## src/sv/pbwf_pkg.sv

```systemverilog
package pbwf_pkg;

   localparam int LEN_BITS_DEFAULT    = 16;
   localparam int QUEUE_DEPTH_DEFAULT = 4;

   typedef enum logic [2:0] {
      PH_TAG,
      PH_VALUE,
      PH_LEN,
      PH_FIXED,
      PH_PAYLOAD,
      PH_SKIP
   } phase_type;

   localparam logic [2:0] KIND_VARINT  = 3'd0;
   localparam logic [2:0] KIND_FIXED32 = 3'd1;
   localparam logic [2:0] KIND_LEN_HDR = 3'd2;
   localparam logic [2:0] KIND_PAYLOAD = 3'd3;
   localparam logic [2:0] KIND_END     = 3'd4;

   localparam logic [2:0] WT_VARINT  = 3'd0;
   localparam logic [2:0] WT_LEN     = 3'd2;
   localparam logic [2:0] WT_FIXED32 = 3'd5;

   localparam logic [2:0] ERR_NONE        = 3'd0;
   localparam logic [2:0] ERR_TAG         = 3'd1;
   localparam logic [2:0] ERR_VALUE       = 3'd2;
   localparam logic [2:0] ERR_LEN_VARINT  = 3'd3;
   localparam logic [2:0] ERR_LEN_OVERRUN = 3'd4;
   localparam logic [2:0] ERR_FIXED32     = 3'd5;
   localparam logic [2:0] ERR_BAD_TYPE    = 3'd6;

   localparam logic [2:0]  VARINT_LAST_IDX = 3'd4;
   localparam logic [1:0]  FIXED_LAST_IDX  = 2'd3;
   localparam logic [15:0] FIXED_MIN_AFTER = 16'd4;

   typedef struct packed {
      logic        has_main;
      logic [2:0]  kind;
      logic [28:0] field_num;
      logic [2:0]  wire_type;
      logic [31:0] value;
      logic        has_end;
      logic [2:0]  end_error;
   } cmd_type;

endpackage

```

## src/sv/protobuf_wire_field_parser_unit.sv

```systemverilog
// channel   direction  handshake            payload
// req       in         push / full          req_data_byte, req_bytes_left
// rsp       out        pop / empty          rsp_kind, rsp_field_num, rsp_wire_type,
//                                           rsp_value, rsp_error_code, rsp_last
// One byte accepted per cycle while full is low; a word passes through the command queue into the result register.
// A byte that yields a field result and the end marker holds the result register for two words.
// The command queue (QUEUE_DEPTH words) absorbs those two-word bytes and result stalls.
// full rises only when the queue is full. Synchronous reset, no clearing pass.
module protobuf_wire_field_parser_unit #(
   parameter int LEN_BITS    = pbwf_pkg::LEN_BITS_DEFAULT,
   parameter int QUEUE_DEPTH = pbwf_pkg::QUEUE_DEPTH_DEFAULT
) (
   input  logic        clock,
   input  logic        reset,
   input  logic        push,
   output logic        full,
   input  logic [7:0]  req_data_byte,
   input  logic [15:0] req_bytes_left,
   output logic        empty,
   input  logic        pop,
   output logic [2:0]  rsp_kind,
   output logic [28:0] rsp_field_num,
   output logic [2:0]  rsp_wire_type,
   output logic [31:0] rsp_value,
   output logic [2:0]  rsp_error_code,
   output logic        rsp_last
);

   logic              q_full, q_empty, q_push, q_pop;
   pbwf_pkg::cmd_type q_wdata, q_rdata;

   assign full = q_full;

   pbwf_front #(
      .LEN_BITS (LEN_BITS)
   ) u_front (
      .clock      (clock),
      .reset      (reset),
      .accept     (push && !q_full),
      .data_byte  (req_data_byte),
      .bytes_left (req_bytes_left),
      .q_push     (q_push),
      .q_data     (q_wdata)
   );

   pbwf_queue #(
      .DEPTH (QUEUE_DEPTH)
   ) u_queue (
      .clock     (clock),
      .reset     (reset),
      .push      (q_push),
      .push_data (q_wdata),
      .full      (q_full),
      .pop       (q_pop),
      .pop_data  (q_rdata),
      .empty     (q_empty)
   );

   pbwf_back u_back (
      .clock      (clock),
      .reset      (reset),
      .q_empty    (q_empty),
      .q_data     (q_rdata),
      .q_pop      (q_pop),
      .pop        (pop),
      .empty      (empty),
      .kind       (rsp_kind),
      .field_num  (rsp_field_num),
      .wire_type  (rsp_wire_type),
      .value      (rsp_value),
      .error_code (rsp_error_code),
      .last       (rsp_last)
   );

endmodule

```

## src/sv/pbwf_front.sv

```systemverilog
module pbwf_front #(
   parameter int LEN_BITS = pbwf_pkg::LEN_BITS_DEFAULT
) (
   input  logic              clock,
   input  logic              reset,
   input  logic              accept,
   input  logic [7:0]        data_byte,
   input  logic [15:0]       bytes_left,
   output logic              q_push,
   output pbwf_pkg::cmd_type q_data
);

   pbwf_pkg::phase_type phase_ff, phase_in;
   logic [31:0]         acc_ff, acc_in;
   logic [2:0]          vcnt_ff, vcnt_in;
   logic [28:0]         field_ff, field_in;
   logic [LEN_BITS-1:0] pay_ff, pay_in;
   logic [1:0]          fcnt_ff, fcnt_in;
   logic [2:0]          err_ff, err_in;

   always_ff @(posedge clock) begin
      if (reset) begin
         phase_ff <= pbwf_pkg::PH_TAG;
         acc_ff   <= '0;
         vcnt_ff  <= '0;
         field_ff <= '0;
         pay_ff   <= '0;
         fcnt_ff  <= '0;
         err_ff   <= pbwf_pkg::ERR_NONE;
      end else begin
         phase_ff <= phase_in;
         acc_ff   <= acc_in;
         vcnt_ff  <= vcnt_in;
         field_ff <= field_in;
         pay_ff   <= pay_in;
         fcnt_ff  <= fcnt_in;
         err_ff   <= err_in;
      end
   end

   always_comb begin
      logic                last_byte;
      logic [15:0]         after;
      logic [31:0]         vadd;
      logic [31:0]         fadd;
      logic [LEN_BITS-1:0] pay_dec;
      logic [2:0]          end_err;

      last_byte = (bytes_left <= 16'd1);
      after     = last_byte ? 16'd0 : bytes_left - 16'd1;
      vadd      = acc_ff | (32'(data_byte[6:0]) << (5'(vcnt_ff) * 5'd7));
      fadd      = acc_ff | (32'(data_byte) << {fcnt_ff, 3'b000});
      pay_dec   = (pay_ff != '0) ? pay_ff - LEN_BITS'(1) : pay_ff;
      end_err   = pbwf_pkg::ERR_NONE;

      phase_in = phase_ff;
      acc_in   = acc_ff;
      vcnt_in  = vcnt_ff;
      field_in = field_ff;
      pay_in   = pay_ff;
      fcnt_in  = fcnt_ff;
      err_in   = err_ff;
      q_data   = '0;

      if (accept) begin
         case (phase_ff)
            pbwf_pkg::PH_TAG: begin
               acc_in = vadd;
               if (!data_byte[7]) begin
                  field_in = vadd[31:3];
                  acc_in   = '0;
                  vcnt_in  = '0;
                  case (vadd[2:0])
                     pbwf_pkg::WT_VARINT: phase_in = pbwf_pkg::PH_VALUE;
                     pbwf_pkg::WT_LEN:    phase_in = pbwf_pkg::PH_LEN;
                     pbwf_pkg::WT_FIXED32: begin
                        if (after < pbwf_pkg::FIXED_MIN_AFTER) begin
                           err_in   = pbwf_pkg::ERR_FIXED32;
                           phase_in = pbwf_pkg::PH_SKIP;
                        end else begin
                           phase_in = pbwf_pkg::PH_FIXED;
                           fcnt_in  = '0;
                        end
                     end
                     default: begin
                        err_in   = pbwf_pkg::ERR_BAD_TYPE;
                        phase_in = pbwf_pkg::PH_SKIP;
                     end
                  endcase
               end else if (vcnt_ff >= pbwf_pkg::VARINT_LAST_IDX) begin
                  err_in   = pbwf_pkg::ERR_TAG;
                  phase_in = pbwf_pkg::PH_SKIP;
               end else begin
                  vcnt_in = vcnt_ff + 3'd1;
               end
            end
            pbwf_pkg::PH_VALUE: begin
               acc_in = vadd;
               if (!data_byte[7]) begin
                  q_data.has_main  = 1'b1;
                  q_data.kind      = pbwf_pkg::KIND_VARINT;
                  q_data.field_num = field_ff;
                  q_data.wire_type = pbwf_pkg::WT_VARINT;
                  q_data.value     = vadd;
                  acc_in   = '0;
                  vcnt_in  = '0;
                  phase_in = pbwf_pkg::PH_TAG;
               end else if (vcnt_ff >= pbwf_pkg::VARINT_LAST_IDX) begin
                  err_in   = pbwf_pkg::ERR_VALUE;
                  phase_in = pbwf_pkg::PH_SKIP;
               end else begin
                  vcnt_in = vcnt_ff + 3'd1;
               end
            end
            pbwf_pkg::PH_LEN: begin
               acc_in = vadd;
               if (!data_byte[7]) begin
                  acc_in  = '0;
                  vcnt_in = '0;
                  if (vadd > 32'(after) || (vadd >> LEN_BITS) != 32'd0) begin
                     err_in   = pbwf_pkg::ERR_LEN_OVERRUN;
                     phase_in = pbwf_pkg::PH_SKIP;
                  end else begin
                     q_data.has_main  = 1'b1;
                     q_data.kind      = pbwf_pkg::KIND_LEN_HDR;
                     q_data.field_num = field_ff;
                     q_data.wire_type = pbwf_pkg::WT_LEN;
                     q_data.value     = vadd;
                     pay_in   = LEN_BITS'(vadd);
                     phase_in = (vadd == 32'd0) ? pbwf_pkg::PH_TAG : pbwf_pkg::PH_PAYLOAD;
                  end
               end else if (vcnt_ff >= pbwf_pkg::VARINT_LAST_IDX) begin
                  err_in   = pbwf_pkg::ERR_LEN_VARINT;
                  phase_in = pbwf_pkg::PH_SKIP;
               end else begin
                  vcnt_in = vcnt_ff + 3'd1;
               end
            end
            pbwf_pkg::PH_FIXED: begin
               if (fcnt_ff >= pbwf_pkg::FIXED_LAST_IDX) begin
                  q_data.has_main  = 1'b1;
                  q_data.kind      = pbwf_pkg::KIND_FIXED32;
                  q_data.field_num = field_ff;
                  q_data.wire_type = pbwf_pkg::WT_FIXED32;
                  q_data.value     = fadd;
                  acc_in   = '0;
                  fcnt_in  = '0;
                  phase_in = pbwf_pkg::PH_TAG;
               end else begin
                  acc_in  = fadd;
                  fcnt_in = fcnt_ff + 2'd1;
               end
            end
            pbwf_pkg::PH_PAYLOAD: begin
               q_data.has_main  = 1'b1;
               q_data.kind      = pbwf_pkg::KIND_PAYLOAD;
               q_data.field_num = field_ff;
               q_data.wire_type = pbwf_pkg::WT_LEN;
               q_data.value     = 32'(data_byte);
               pay_in = pay_dec;
               if (pay_dec == '0) begin
                  phase_in = pbwf_pkg::PH_TAG;
               end
            end
            default: begin
            end
         endcase

         if (last_byte) begin
            end_err = err_in;
            if (err_in == pbwf_pkg::ERR_NONE) begin
               if (phase_in == pbwf_pkg::PH_TAG && vcnt_in != 3'd0) begin
                  end_err = pbwf_pkg::ERR_TAG;
               end else if (phase_in == pbwf_pkg::PH_VALUE) begin
                  end_err = pbwf_pkg::ERR_VALUE;
               end else if (phase_in == pbwf_pkg::PH_LEN) begin
                  end_err = pbwf_pkg::ERR_LEN_VARINT;
               end else if (phase_in == pbwf_pkg::PH_PAYLOAD) begin
                  end_err = pbwf_pkg::ERR_LEN_OVERRUN;
               end else if (phase_in == pbwf_pkg::PH_FIXED) begin
                  end_err = pbwf_pkg::ERR_FIXED32;
               end
            end
            q_data.has_end   = 1'b1;
            q_data.end_error = end_err;
            phase_in = pbwf_pkg::PH_TAG;
            acc_in   = '0;
            vcnt_in  = '0;
            field_in = '0;
            pay_in   = '0;
            fcnt_in  = '0;
            err_in   = pbwf_pkg::ERR_NONE;
         end
      end

      q_push = accept && (q_data.has_main || q_data.has_end);
   end

   assert property (@(posedge clock) disable iff (reset)
      (err_ff != pbwf_pkg::ERR_NONE) |-> (phase_ff == pbwf_pkg::PH_SKIP))
      else $error("error code held outside skip phase");

   assert property (@(posedge clock) disable iff (reset)
      vcnt_ff <= pbwf_pkg::VARINT_LAST_IDX)
      else $error("varint byte count beyond five bytes");

   assert property (@(posedge clock) disable iff (reset)
      (accept && bytes_left <= 16'd1) |=>
         (phase_ff == pbwf_pkg::PH_TAG && err_ff == pbwf_pkg::ERR_NONE))
      else $error("parser not cleared after last byte");

endmodule

```

## src/sv/pbwf_queue.sv

```systemverilog
module pbwf_queue #(
   parameter int DEPTH = pbwf_pkg::QUEUE_DEPTH_DEFAULT
) (
   input  logic              clock,
   input  logic              reset,
   input  logic              push,
   input  pbwf_pkg::cmd_type push_data,
   output logic              full,
   input  logic              pop,
   output pbwf_pkg::cmd_type pop_data,
   output logic              empty
);

   localparam int PTR_W = (DEPTH > 1) ? $clog2(DEPTH) : 1;
   localparam int CNT_W = $clog2(DEPTH + 1);

   pbwf_pkg::cmd_type mem_ff [DEPTH];
   logic [PTR_W-1:0]  wr_ptr_ff, wr_ptr_in;
   logic [PTR_W-1:0]  rd_ptr_ff, rd_ptr_in;
   logic [CNT_W-1:0]  count_ff, count_in;
   logic              do_push, do_pop;

   assign full     = (count_ff == CNT_W'(DEPTH));
   assign empty    = (count_ff == '0);
   assign pop_data = mem_ff[rd_ptr_ff];
   assign do_push  = push && !full;
   assign do_pop   = pop && !empty;

   always_comb begin
      wr_ptr_in = wr_ptr_ff;
      rd_ptr_in = rd_ptr_ff;
      count_in  = count_ff;
      if (do_push) begin
         wr_ptr_in = (wr_ptr_ff == PTR_W'(DEPTH - 1)) ? '0 : wr_ptr_ff + PTR_W'(1);
      end
      if (do_pop) begin
         rd_ptr_in = (rd_ptr_ff == PTR_W'(DEPTH - 1)) ? '0 : rd_ptr_ff + PTR_W'(1);
      end
      if (do_push && !do_pop) begin
         count_in = count_ff + CNT_W'(1);
      end else if (do_pop && !do_push) begin
         count_in = count_ff - CNT_W'(1);
      end
   end

   always_ff @(posedge clock) begin
      if (reset) begin
         wr_ptr_ff <= '0;
         rd_ptr_ff <= '0;
         count_ff  <= '0;
      end else begin
         wr_ptr_ff <= wr_ptr_in;
         rd_ptr_ff <= rd_ptr_in;
         count_ff  <= count_in;
      end
   end

   always_ff @(posedge clock) begin
      if (do_push) begin
         mem_ff[wr_ptr_ff] <= push_data;
      end
   end

   assert property (@(posedge clock) disable iff (reset)
      count_ff <= CNT_W'(DEPTH))
      else $error("queue count beyond depth");

endmodule

```

## src/sv/pbwf_back.sv

```systemverilog
module pbwf_back (
   input  logic              clock,
   input  logic              reset,
   input  logic              q_empty,
   input  pbwf_pkg::cmd_type q_data,
   output logic              q_pop,
   input  logic              pop,
   output logic              empty,
   output logic [2:0]        kind,
   output logic [28:0]       field_num,
   output logic [2:0]        wire_type,
   output logic [31:0]       value,
   output logic [2:0]        error_code,
   output logic              last
);

   logic        valid_ff, valid_in;
   logic        pend_ff, pend_in;
   logic [2:0]  pend_err_ff, pend_err_in;
   logic [2:0]  kind_ff, kind_in;
   logic [28:0] fid_ff, fid_in;
   logic [2:0]  wt_ff, wt_in;
   logic [31:0] value_ff, value_in;
   logic [2:0]  err_ff, err_in;
   logic        last_ff, last_in;

   always_comb begin
      logic free;
      free = !valid_ff || pop;

      valid_in    = valid_ff;
      pend_in     = pend_ff;
      pend_err_in = pend_err_ff;
      kind_in     = kind_ff;
      fid_in      = fid_ff;
      wt_in       = wt_ff;
      value_in    = value_ff;
      err_in      = err_ff;
      last_in     = last_ff;
      q_pop       = 1'b0;

      if (free) begin
         valid_in = 1'b0;
         if (pend_ff) begin
            valid_in = 1'b1;
            pend_in  = 1'b0;
            kind_in  = pbwf_pkg::KIND_END;
            fid_in   = '0;
            wt_in    = '0;
            value_in = '0;
            err_in   = pend_err_ff;
            last_in  = 1'b1;
         end else if (!q_empty) begin
            valid_in = 1'b1;
            q_pop    = 1'b1;
            if (q_data.has_main) begin
               kind_in     = q_data.kind;
               fid_in      = q_data.field_num;
               wt_in       = q_data.wire_type;
               value_in    = q_data.value;
               err_in      = pbwf_pkg::ERR_NONE;
               last_in     = 1'b0;
               pend_in     = q_data.has_end;
               pend_err_in = q_data.end_error;
            end else begin
               kind_in  = pbwf_pkg::KIND_END;
               fid_in   = '0;
               wt_in    = '0;
               value_in = '0;
               err_in   = q_data.end_error;
               last_in  = 1'b1;
            end
         end
      end
   end

   always_ff @(posedge clock) begin
      if (reset) begin
         valid_ff <= 1'b0;
         pend_ff  <= 1'b0;
      end else begin
         valid_ff <= valid_in;
         pend_ff  <= pend_in;
      end
   end

   always_ff @(posedge clock) begin
      pend_err_ff <= pend_err_in;
      kind_ff     <= kind_in;
      fid_ff      <= fid_in;
      wt_ff       <= wt_in;
      value_ff    <= value_in;
      err_ff      <= err_in;
      last_ff     <= last_in;
   end

   assign empty      = !valid_ff;
   assign kind       = kind_ff;
   assign field_num  = fid_ff;
   assign wire_type  = wt_ff;
   assign value      = value_ff;
   assign error_code = err_ff;
   assign last       = last_ff;

   assert property (@(posedge clock) disable iff (reset)
      pend_ff |-> valid_ff)
      else $error("end marker pending without a field result on show");

   assert property (@(posedge clock) disable iff (reset)
      (valid_ff && last_ff) |-> (kind_ff == pbwf_pkg::KIND_END))
      else $error("last flag on a result that is not an end marker");

endmodule

```

## config.mk

```make
export PLATFORM = sky130hd
export DESIGN_NAME = protobuf_wire_field_parser_unit
export DESIGN_NICKNAME = d
export VERILOG_FILES = /design/src/sv/pbwf_pkg.sv /design/src/sv/protobuf_wire_field_parser_unit.sv /design/src/sv/pbwf_front.sv /design/src/sv/pbwf_queue.sv /design/src/sv/pbwf_back.sv
export SDC_FILE = /design/constraint.sdc
export NUM_CORES = 1
export LEC_CHECK = 0
export ABC_AREA = 1
export BUFFER_PORTS_ARGS = -buffer_cell sky130_fd_sc_hd__buf_2
export CORE_MARGIN = 5
export CORE_UTILIZATION = 41
export DETAILED_ROUTE_END_ITERATION = 8
export SLEW_MARGIN = 20
export SYNTH_ARGS = -nofsm -noshare
export SYNTH_HDL_FRONTEND = slang
export SYNTH_SLANG_ARGS = --single-unit
```

## constraint.sdc

```tcl
create_clock -name clock -period 14.4 [get_ports clock]
set_clock_uncertainty 0.1 [all_clocks]
set_input_delay 2.88 -clock clock [delete_from_list [all_inputs] [get_ports clock]]
set_output_delay 2.88 -clock clock [all_outputs]
set_load 0.03 [all_outputs]
```

==> summary.txt <==
Critical path
  – Slowest CP cell: o21ai_2
  – Slowest Stage Delay on Critical Path: 0.71 ns
  – Most used cell, CP: nand2_2
  – CP Class: in -> reg
  – Setup crit start: req_bytes_left[0]
  – Worst Path Arrival: 8.24 ns
  – Critical Path Sink Type: register
  – Worst Setup Start Kind: input port
  – Cell family with most CP delay: simple AND/OR/NAND/NOR gates
  – Critical path required time: 14.51 ns
  – FF-to-FF Start: u_front.vcnt_ff[0]$_SDFFE_PP0P_
  – R2R depth: 28
  – Buf/Inv on CP: 7
  – Critical Path Stages: 28
  – Worst Path Max Fanout: 48

Pwr
  – P_leak: 0.00886 uW
  – Pwr dens: 195 nW/um^2
  – Flop pwr share: 37.5%
  – Internal power: 2760 uW
  – Combinational power share: 37.9%
  – Clock Power Share: 24.6%
  – Sw frac: 40.5%
  – Switching power: 1880 uW
  – Max IR drop VDD: 0.127 mV

Routing
  – Drt pass-1 iters: 5
  – Via density: 5.36
  – DRT Wirelength: 59.1 mm
  – Routed Antenna Nets: 0
  – WL per Instance: 18.8 um
  – Iter 0 DRT Violations: 1,491
  – DR vias: 16,800
  – DRC: 0

Global route
  – Initial antenna violation count: 1
  – Grt ovf: 0
  – Met2 Resource Use GR: 30.5%
  – Largest net degree at the start of global routing: 127
  – Met3 Use GR: 4.21%
  – GRT Util Overall: 20.2%
  – First-pass GRT wire length: 91.4 mm
  – Vias in the first global route: 15,800
  – Busiest grt layer: met2
  – Met1 Use GR: 29.5%

Synth
  – Xor/xnor share of the synthesized area: 0.686%
  – Cell taking the most area after synthesis: edfxtp_1
  – Primary FF master, synth: edfxtp_1
  – #FFs+latches synth: 447
  – Post-Syn Instances: 2,374
  – Post-synth EDFFs: 348
  – Register area share after synthesis: 58.3%
  – Synthesized net count: 2,435
  – Multiplexer share of the synthesized area: 0%
  – Compound-Gate Fraction of Synth Area: 12.3%
  – Synth Area in Adders: 2.04%
  – Netlist cell types: 50
  – Synth Area per Inst: 8.99 um^2
  – Area share of the largest cell type after synthesis: 49.0%
  – Largest family of logic cells by synthesized area: simple AND/OR/NAND/NOR gates
  – Top-count cell post-synth: nand2_1
  – Post-synth top cells: 454 x nand2_1, 429 x nor2_1, 348 x edfxtp_1, 213 x a21oi_1, 184 x o21ai_0
  – Simple-gate area share of the yosys netlist: 20.9%
  – Post-synth ARST share: 0%
  – Yosys warns: 0
  – Synthesized cell area: 21,300 um^2
  – Synth area leaders: edfxtp_1 49%, dfxtp_1 9.3%, nand2_1 8.0%, nor2_1 7.5%, a21oi_1 5.0%

Die
  – Die height: 238 um
  – Initial core utilization: 41.5%
  – I/O pins: 101
  – CORE AREA: 51,400 um^2
  – Die width: 238 um
  – DIE AREA: 56,700 um^2
  – Row Count: 83

Timing
  – Slew of the pin with the lowest slew margin: 1.08 ns
  – Tcrit/Tclk final: 56.5%
  – RSZ-0062 raised after global routing: no
  – Post-route minimum period: 8.14 ns
  – Slew margin rel.: 27.9%
  – Setup TNS Final: 0 ns
  – Final hold vios: 0
  – Count of pins over their slew limit: 0
  – Finish-stage setup viols: 0
  – Fmax: 123 MHz

Clock tree
  – Total CTS buffers: 46
  – CTS resizes: 0
  – Worst-skew pair later-pin latency: 0.58 ns
  – Total number of H-tree levels: 2
  – Post-CTS Setup Repair Bufs: 0
  – Reg clk slew, reported paths: 0.06 ns
  – Cts hold-fix bufs: 0
  – TritonCTS clock tree: yes
  – # clock sinks: 447
  – Clock root cell: clkbuf_16
  – Clk buf depth: 3

Final layout
  – Reg area: 12,400 um^2
  – # diodes: 0
  – Multi-input gate area: 7720 um^2
  – Non-Filler Instances: 3,134
  – Area grow syn2layout: 11.6%
  – Fillers: 4,877
  – Nets@finish: 2,479
  – Layout cell share with drive strength beyond 1: 10.6%

Min path
  – Hold WC Path Type: reg -> reg
  – HP Start: u_front.field_ff[7]$_SDFFE_PP0P_
  – Cells on Worst Hold Path: 2

Place
  – Dpl cells: 3,050
  – Port Buffers: 100
  – DPL Wire Length: 38.2 mm
  – Gpl congestion: 0.934

Job
  – Max cap viols: 0

Status
  – Status: finished, final reports clean
==> layer usage <==
metal  vias up  wire length [um]
met5         -                18
met4         2              1860
met3       110              4710
met2       590             25900
met1      7980             26500
li1       8116                 -
==> cells in the final DEF (no fill, tap or decap), drive strengths merged, types with 9 or more instances in the layout <==
| master | count |
|---|---|
| buf | 120 |
| dfxtp | 99 |
| inv | 188 |
| ha | 30 |
| o22ai | 24 |
| clkbuf | 62 |
| a31oi | 10 |
| edfxtp | 348 |
| o21bai | 10 |
| xor2 | 10 |
| o2111ai | 13 |
| o21ai | 192 |
| nor3 | 9 |
| nand4 | 18 |
| nor2 | 443 |
| a21oi | 216 |
| nand2 | 463 |
| clkinv | 20 |
| nand3 | 136 |
==> stage by stage <==
step	total power (uW)	worst slack [ns]	util (%)	cell area (um^2)	hold slack (ns)
floorplan	3000	5.38	-	21300	0.340
global placement	3500	5.82	43.5	22400	0.350
detailed placement	3520	5.71	43.5	22400	0.355
global route	4920	5.87	46.3	23800	0.385
CTS	4670	6.32	46.3	23800	0.364
finish	4640	6.26	46.3	23800	0.362
==> sequential cells by signal, indices dropped and copies added (netlist names), named ones only <==
register            cells
u_queue.mem_ff        276
u_back.value           32
u_front.acc_ff         32
u_back.field_num       29
u_front.field_ff       29
u_front.pay_ff         16
u_back.error_code       3
u_back.kind             3
u_back.pend_err_ff      3
u_front.err_ff          3
u_front.phase_ff        3
u_front.vcnt_ff         3
u_queue.count_ff        3
u_front.fcnt_ff         2
u_queue.rd_ptr_ff       2
u_queue.wr_ptr_ff       2
u_back.last             1
u_back.pend_ff          1
u_back.valid_ff         1
u_back.wire_type        1
==> kinds of logic after synthesis <==
| logic type | after synthesis |
|---|---|
| AND/OR/NAND/NOR | 1085 |
| AO/OA/AOI/OAI | 482 |
| flip-flops | 447 |
| buffers and inverters | 312 |
| adder cells (fa/ha/maj) | 33 |
| XOR/XNOR | 15 |
==> power groups by stage <==
stage          Clock (uW)  Combinational, uW  Sequential [uW]
2_1_floorplan           0               1060             1940
3_3_place_gp            0               1740             1760
3_5_place_dp            0               1750             1770
4_1_cts              1170               1760             1740
5_1_grt              1230               1930             1760
6_report             1140               1760             1740
==> worst register-to-register path: cells and delay by family (launching register included) <==
kind | cells | cell delay (ns)
fa+ha+maj | 4 | 2.16
compound gates | 3 | 0.40
simple gates | 15 | 2.48
buf+inv | 6 | 1.59
flops | 1 | 0.50
==> area by class of cell <==
class                   instances  area share [%]
clock buffers                  62            5.38
clock inverters                22           0.709
inverters                     188            2.96
multi-input cells            1615            32.4
flip-flops and latches        447            52.2
well taps                     680            3.57
repair buffers                120            2.75
==> path summary, 6_finish.rpt <==
path	endpoint	slack [ns]
setup / recovery	u_queue.mem_ff[3][21]$_DFFE_PP_	6.26
setup reg to reg	u_queue.mem_ff[3][21]$_DFFE_PP_	6.74
hold / removal	u_front.field_ff[7]$_SDFFE_PP0P_	0.36
hold reg to reg	u_front.field_ff[7]$_SDFFE_PP0P_	0.36
No activity file was read; power rests on OpenSTA's default activity.
